File: config.mk
export PLATFORM = sky130hd
export DESIGN_NAME = dcar_mix
export DESIGN_NICKNAME = d
export VERILOG_FILES = /design/src/damped_comb_allpass_reverb_defines.svh /design/src/dcar_pkg.sv /design/src/dcar_mix.sv
export SDC_FILE = /design/constraint.sdc
export NUM_CORES = 1
export LEC_CHECK = 0
export ABC_AREA = 1
export CAP_MARGIN = 20
export CORE_MARGIN = 3
export CORE_UTILIZATION = 55
export CTS_CLUSTER_DIAMETER = 80
export DETAILED_ROUTE_END_ITERATION = 10
export DONT_BUFFER_PORTS = 1
export GPL_TIMING_DRIVEN = 0
export PLACE_DENSITY = 0.81
export SLEW_MARGIN = 20
export SYNTH_ARGS = -nofsm -noshare
export SYNTH_HDL_FRONTEND = slang
export SYNTH_SLANG_ARGS = --single-unit
File: constraint.sdc
create_clock -name i_clk -period 11.25 [get_ports i_clk]
set_clock_uncertainty 0.1 [all_clocks]
set_input_delay 1.125 -clock i_clk [delete_from_list [all_inputs] [get_ports i_clk]]
set_output_delay 1.125 -clock i_clk [all_outputs]
set_load 0.005 [all_outputs]
File: src/damped_comb_allpass_reverb_defines.svh
// Assertion macros used by the reverb top level.
`ifndef DAMPED_COMB_ALLPASS_REVERB_DEFINES_SVH
`define DAMPED_COMB_ALLPASS_REVERB_DEFINES_SVH

// Same-cycle implication, sampled on i_clk, off during reset.
`define DCAR_ASSERT_IMP(lbl, ante, cons) \
    lbl: assert property (@(posedge i_clk) disable iff (!i_rst_n) (ante) |-> (cons)) \
        else $error("reverb assertion failed");

// Next-cycle implication, sampled on i_clk, off during reset.
`define DCAR_ASSERT_NXT(lbl, ante, cons) \
    lbl: assert property (@(posedge i_clk) disable iff (!i_rst_n) (ante) |=> (cons)) \
        else $error("reverb assertion failed");

`endif

File: src/dcar_pkg.sv
// Package: types, constants and arithmetic helpers of the reverb.
`default_nettype none
package dcar_pkg;
    localparam int SAMPLE_RATE_DEF = 44100;
    localparam int REF_RATE        = 44100;
    localparam int MIN_LEN         = 10;
    localparam int SW              = 24;
    localparam int NCOMB           = 8;
    localparam int NAP             = 4;

    localparam int COMB_TAP [NCOMB] = '{1116, 1188, 1277, 1356, 1422, 1491, 1557, 1617};
    localparam int AP_TAP [NAP]     = '{556, 441, 341, 225};

    typedef logic signed [SW-1:0] t_sample;
    typedef logic signed [47:0]   t_wide;

    localparam t_wide W_MAX = 48'sh7FFFFF;
    localparam t_wide W_MIN = -48'sh800000;

    // coefficient constants (Q0.16)
    localparam int ONE16      = 65536;
    localparam int TWO17      = 131072;
    localparam int ROUND16    = 32768;
    localparam int ROUND17    = 65536;
    localparam int FB_BASE    = 18350;
    localparam int FB_SCALE   = 45875;
    localparam int DAMP_SCALE = 26214;

    // register indexes
    typedef logic [2:0] t_reg_idx;
    localparam t_reg_idx REG_ROOM   = 3'd0;
    localparam t_reg_idx REG_DAMP   = 3'd1;
    localparam t_reg_idx REG_WET    = 3'd2;
    localparam t_reg_idx REG_DRY    = 3'd3;
    localparam t_reg_idx REG_WIDTH  = 3'd4;
    localparam t_reg_idx REG_GAIN   = 3'd5;
    localparam t_reg_idx REG_STEREO = 3'd6;

    // sequencer steps
    typedef logic [4:0] t_step;
    localparam t_step STEP_COMB_RD = 5'd0;
    localparam t_step STEP_COMB_M1 = 5'd1;
    localparam t_step STEP_COMB_M2 = 5'd2;
    localparam t_step STEP_SUM     = 5'd2;
    localparam t_step STEP_COMB_LP = 5'd3;
    localparam t_step STEP_Y       = 5'd3;
    localparam t_step STEP_COMB_M3 = 5'd4;
    localparam t_step STEP_AP_RD0  = 5'd4;
    localparam t_step STEP_AP_RD3  = 5'd7;
    localparam t_step STEP_COMB_WR = 5'd5;
    localparam t_step STEP_AP_WR0  = 5'd5;
    localparam t_step STEP_AP_WR3  = 5'd8;
    localparam t_step STEP_MIX_GN  = 5'd9;
    localparam t_step STEP_MIX_REV = 5'd10;
    localparam t_step STEP_MIX_LD  = 5'd11;
    localparam t_step STEP_MIX_LW  = 5'd12;
    localparam t_step STEP_MIX_LO  = 5'd13;
    localparam t_step STEP_MIX_RW  = 5'd14;
    localparam t_step STEP_MIX_RO  = 5'd15;
    localparam t_step STEP_LAST    = 5'd16;

    typedef struct packed {
        logic  run;
        logic  clr;
        t_step step;
    } t_seq;

    typedef enum logic [1:0] {ST_CLEAR, ST_IDLE, ST_RUN} t_state;

    // delay length scaled to the sample rate
    function automatic int dlen(int tap, int rate);
        int v;
        v = (tap * rate) / REF_RATE;
        return (v < MIN_LEN) ? MIN_LEN : v;
    endfunction

    // round half up, then shift right
    function automatic t_wide rnd(t_wide v, int unsigned s);
        return (v + (t_wide'(1) <<< (s - 1))) >>> s;
    endfunction

    function automatic t_sample sat(t_wide v);
        t_wide c;
        c = (v > W_MAX) ? W_MAX : ((v < W_MIN) ? W_MIN : v);
        return c[SW-1:0];
    endfunction

    function automatic logic [16:0] clamp1(logic [16:0] v);
        return (v > 17'(ONE16)) ? 17'(ONE16) : v;
    endfunction
endpackage
`default_nettype wire

File: src/dcar_mix.sv
// Output gain and dry/wet mixing on one shared multiplier.
`default_nettype none
module dcar_mix (
    input  wire logic              i_clk,
    input  wire dcar_pkg::t_seq    i_seq,
    input  wire dcar_pkg::t_sample i_y,
    input  wire dcar_pkg::t_sample i_l,
    input  wire dcar_pkg::t_sample i_r,
    input  wire logic              i_stereo,
    input  wire logic [15:0]       i_gain,
    input  wire logic [16:0]       i_dry,
    input  wire logic [16:0]       i_cw,
    input  wire logic [16:0]       i_w2,
    output dcar_pkg::t_sample      o_left,
    output dcar_pkg::t_sample      o_right
);
    dcar_pkg::t_sample  w_a;
    logic [16:0]        w_b;
    logic signed [41:0] w_prod;
    dcar_pkg::t_wide    w_mix;
    logic signed [41:0] r_prod, r_acc;
    dcar_pkg::t_sample  r_rev, r_ol, r_or;

    // operand select per step
    always_comb begin
        unique case (i_seq.step)
            dcar_pkg::STEP_MIX_GN: begin w_a = i_y;   w_b = {1'b0, i_gain}; end
            dcar_pkg::STEP_MIX_LD: begin w_a = i_l;   w_b = i_dry; end
            dcar_pkg::STEP_MIX_LW: begin w_a = r_rev; w_b = i_cw; end
            dcar_pkg::STEP_MIX_LO: begin w_a = i_r;   w_b = i_dry; end
            dcar_pkg::STEP_MIX_RW: begin w_a = r_rev; w_b = i_w2; end
            default:               begin w_a = i_y;   w_b = i_dry; end
        endcase
        w_prod = w_a * $signed({1'b0, w_b});
        w_mix  = dcar_pkg::rnd(dcar_pkg::t_wide'(r_acc) + dcar_pkg::t_wide'(r_prod), 16);
    end

    // product pipeline
    always_ff @(posedge i_clk) begin
        r_prod <= w_prod;
        if (i_seq.run) begin
            if (i_seq.step == dcar_pkg::STEP_MIX_REV) begin
                r_rev <= dcar_pkg::sat(dcar_pkg::rnd(dcar_pkg::t_wide'(r_prod), 14));
            end
            if (i_seq.step == dcar_pkg::STEP_MIX_LW || i_seq.step == dcar_pkg::STEP_MIX_RW) begin
                r_acc <= r_prod;
            end
            if (i_seq.step == dcar_pkg::STEP_MIX_LO) r_ol <= dcar_pkg::sat(w_mix);
            if (i_seq.step == dcar_pkg::STEP_MIX_RO) begin
                r_or <= i_stereo ? dcar_pkg::sat(w_mix) : '0;
            end
        end
    end

    assign o_left  = r_ol;
    assign o_right = r_or;
endmodule
`default_nettype wire

==> metrics.yaml <==
logic_synthesis:
  ys_async_sr_fraction_pct: 0
  syn_inst: 3026
  synth_ff_type: "edfxtp_1"
  yosysUniqueCellTypes: 57
  synth_edf_count: 114
  syn_area_um2: 25100
  seq_area_frac_synth_pct: 17.0
  yosys_register_bits: 156
  synthesis.nets: 3760
  synth_warnings: 0
  syn_avg_cell_area_um2: 8.30
worst_hold_path:
  min_from: "r_prod[5]"
  hold_path.class: "flop to flop"
  whs_path_depth: 0
  min_to: "r_acc[5]"
floorplanning:
  ios: 196
  chipHeight_um: 220
  core-area_um2: 44700
  rows: 77
  die_area_um2: 48300
  dieWidth_um: 220
  initial_core_util_pct: 56.2
timing:
  finalHoldViolCount: 0
  finalWorstSetupSlack_ns: 2.32
  fin_setup_tns_ns: 0
  slew-limit-headroom_pct: 26.6
  fmax_mhz: 112
  finalSetupViolCount: 0
  fin_crit_sh_pct: 79.4
  slew_viol_final: 0
  min_period_ns: 8.93
  worstMarginPinSlew_ns: 1.10
  rsz0062_at_grt: "false"
setup_path:
  worstPathMaxFanout: 10
  r2r-start: "r_rev[7]"
  required_ns: 11.43
  worstSetupPathType: "primary input to flop"
  critPathCaptureType: "flop"
  cp.arrival_ns: 9.11
  r2r_end: "r_prod[36]"
  timing.reg2reg.setup_slack_ns: 3.37
  rr_worst_depth: 21
  cp-start-kind: "primary input"
global_routing:
  grt-ovfl-total: 0
  grt_max_degree: 28
  grt_pass1_wl_um: 116000
  grt_use_total_pct: 32.1
  grt_pass1_vias: 20332
  antenna_found_initial: 1
cts:
  cts_tree: "done"
  clkSinkCount: 156
  clkTransAtPathRegs_ns: 0.07
  cts_root_buf: "clkbuf_16"
  cts_inserted_buffers: 17
  ctsResizeCount: 0
  hold_buffers: 0
  cts_setup_buffers: 0
  cts_buffer_depth: 2
  htreeDepth: 4
  clk_latency_ns: 0.43
placement:
  place_area_um2: 26000
  portBuffers: 0
  dp_hpwl_um: 64800
  gp_congestion: 0.994
  dp_worst_setup_slack_ns: 2.23
  place_inst: 3625
status:
  outcome: "finished with violations"
  violations: "design-rule violations"
layout:
  mostFrequentLayoutCell: "nand2_1"
  final_nets: 3787
  area_delta_synth_final_pct: 5.64
  fin_cells: 3659
  layout-drive-gt1-share_pct: 6.62
  finalInstanceArea_um2: 26500
  final_cell_mix: "720 x nand2_1, 651 x inv_1, 401 x fa_1"
route:
  avgViaCountPerCell: 5.65
  drcViolationCount: 1
  dr.pass1.iters: 9
  vias: 20690
  wire_per_inst_um: 21.0
  drt_wl_total_um: 76800
  drt_iter0_drc: 2058
  ant_nets: 0
run:
  cap_violations: 0
-- cell type report --
| class | count | area, µm² |
|---|---|---|
| fill | 3920 | 18200 |
| multi-input combinational | 2116 | 17800 |
| sequential | 156 | 4260 |
| inverter | 687 | 2580 |
| tap | 592 | 741 |
| buffer | 67 | 493 |
| clock buffer | 18 | 429 |
| clock inverter | 14 | 124 |
| timing repair buffer | 8 | 92.6 |
| antenna | 1 | 2.50 |
-- stage by stage --
stage,hold WS (ns),utilization (%)
2_1_floorplan,0.315,-
3_3_place_gp,0.330,57.8
3_5_place_dp,0.335,58.1
4_1_cts,0.351,59.3
5_1_grt,0.363,59.3
6_report,0.346,59.3
-- logic make-up after synthesis --
kind of cell    synth area share (%)
buf+inv                         12.3
fa+ha+maj                       41.2
simple gates                    19.4
compound gates                  7.21
xor+xnor                        2.93
flops                           17.0
-- sequential cells by signal, indices dropped and copies added, names as in the netlist --
signal and count:
o_left 24, o_right 24, r_acc 42, r_prod 42
r_rev 24
-- critical path: stages --
cell,delay [ns]
inv_1,0.05
nor3_1,0.20
inv_2,0.13
nor2_4,0.24
a21oi_4,0.11
inv_4,0.15
buf_6,0.17
nand2_1,0.06
o22ai_1,0.67
buf_2,0.41
nor2_1,0.10
fa_1,0.51
inv_1,0.06
fa_1,0.61
fa_1,0.45
fa_1,0.49
inv_1,0.06
fa_1,0.50
fa_1,0.55
ha_1,0.47
nand2_1,0.11
nand2_1,0.12
a31oi_1,0.23
a21boi_0,0.66
o21ai_0,0.35
nand2_1,0.12
nand2_1,0.06
xor2_1,0.35
-- cells in the mapped netlist (6+ instances only) --
cell / instances / share of area, %
xor2_1: 53 / 1.8
nand2_1: 720 / 11
buf_6: 18 / 0.81
edfxtp_1: 114 / 14
buf_4: 20 / 0.60
nand4_1: 34 / 0.85
inv_1: 651 / 9.7
buf_2: 25 / 0.50
fa_1: 401 / 32
xnor2_1: 31 / 1.1
a31oi_1: 16 / 0.40
nor2_1: 329 / 4.9
dfxtp_1: 42 / 3.3
o22ai_4: 6 / 0.48
ha_1: 185 / 9.2
nand3_1: 55 / 1.1
nor3_1: 22 / 0.44
a21oi_1: 92 / 1.8
inv_2: 34 / 0.51
o21bai_1: 17 / 0.51
a221oi_2: 6 / 0.36
o21ai_0: 25 / 0.50
o21ai_1: 6 / 0.12
o21ai_2: 12 / 0.42
nor4_1: 8 / 0.20
a21o_1: 9 / 0.27
a22o_1: 26 / 0.91
o22ai_2: 6 / 0.30
-- worst max path at each step --
stage	from	end	slack, ns	depth (start not counted)
floorplan	i_seq[2]	r_prod[41]	3.56	28
global placement	i_seq[3]	r_prod[36]	2.33	28
detailed placement	i_seq[3]	r_prod[36]	2.23	28
CTS	i_seq[3]	r_prod[36]	2.66	28
global route	i_seq[3]	r_prod[36]	2.15	28
finish	i_seq[3]	r_prod[36]	2.32	28
-- layer usage --
metal  share of wire [%]  wire length [µm]  track usage (%)
met4                 5.1              3920             13.8
met2                  44             33600             48.3
met1                  38             29100             42.0
met3                  13             10100             11.5
met5                0.15               112             1.67
Power is left out: the tool's default activity adds up to more than one toggle a clock period on the data nets, which glitch-free logic cannot reach.
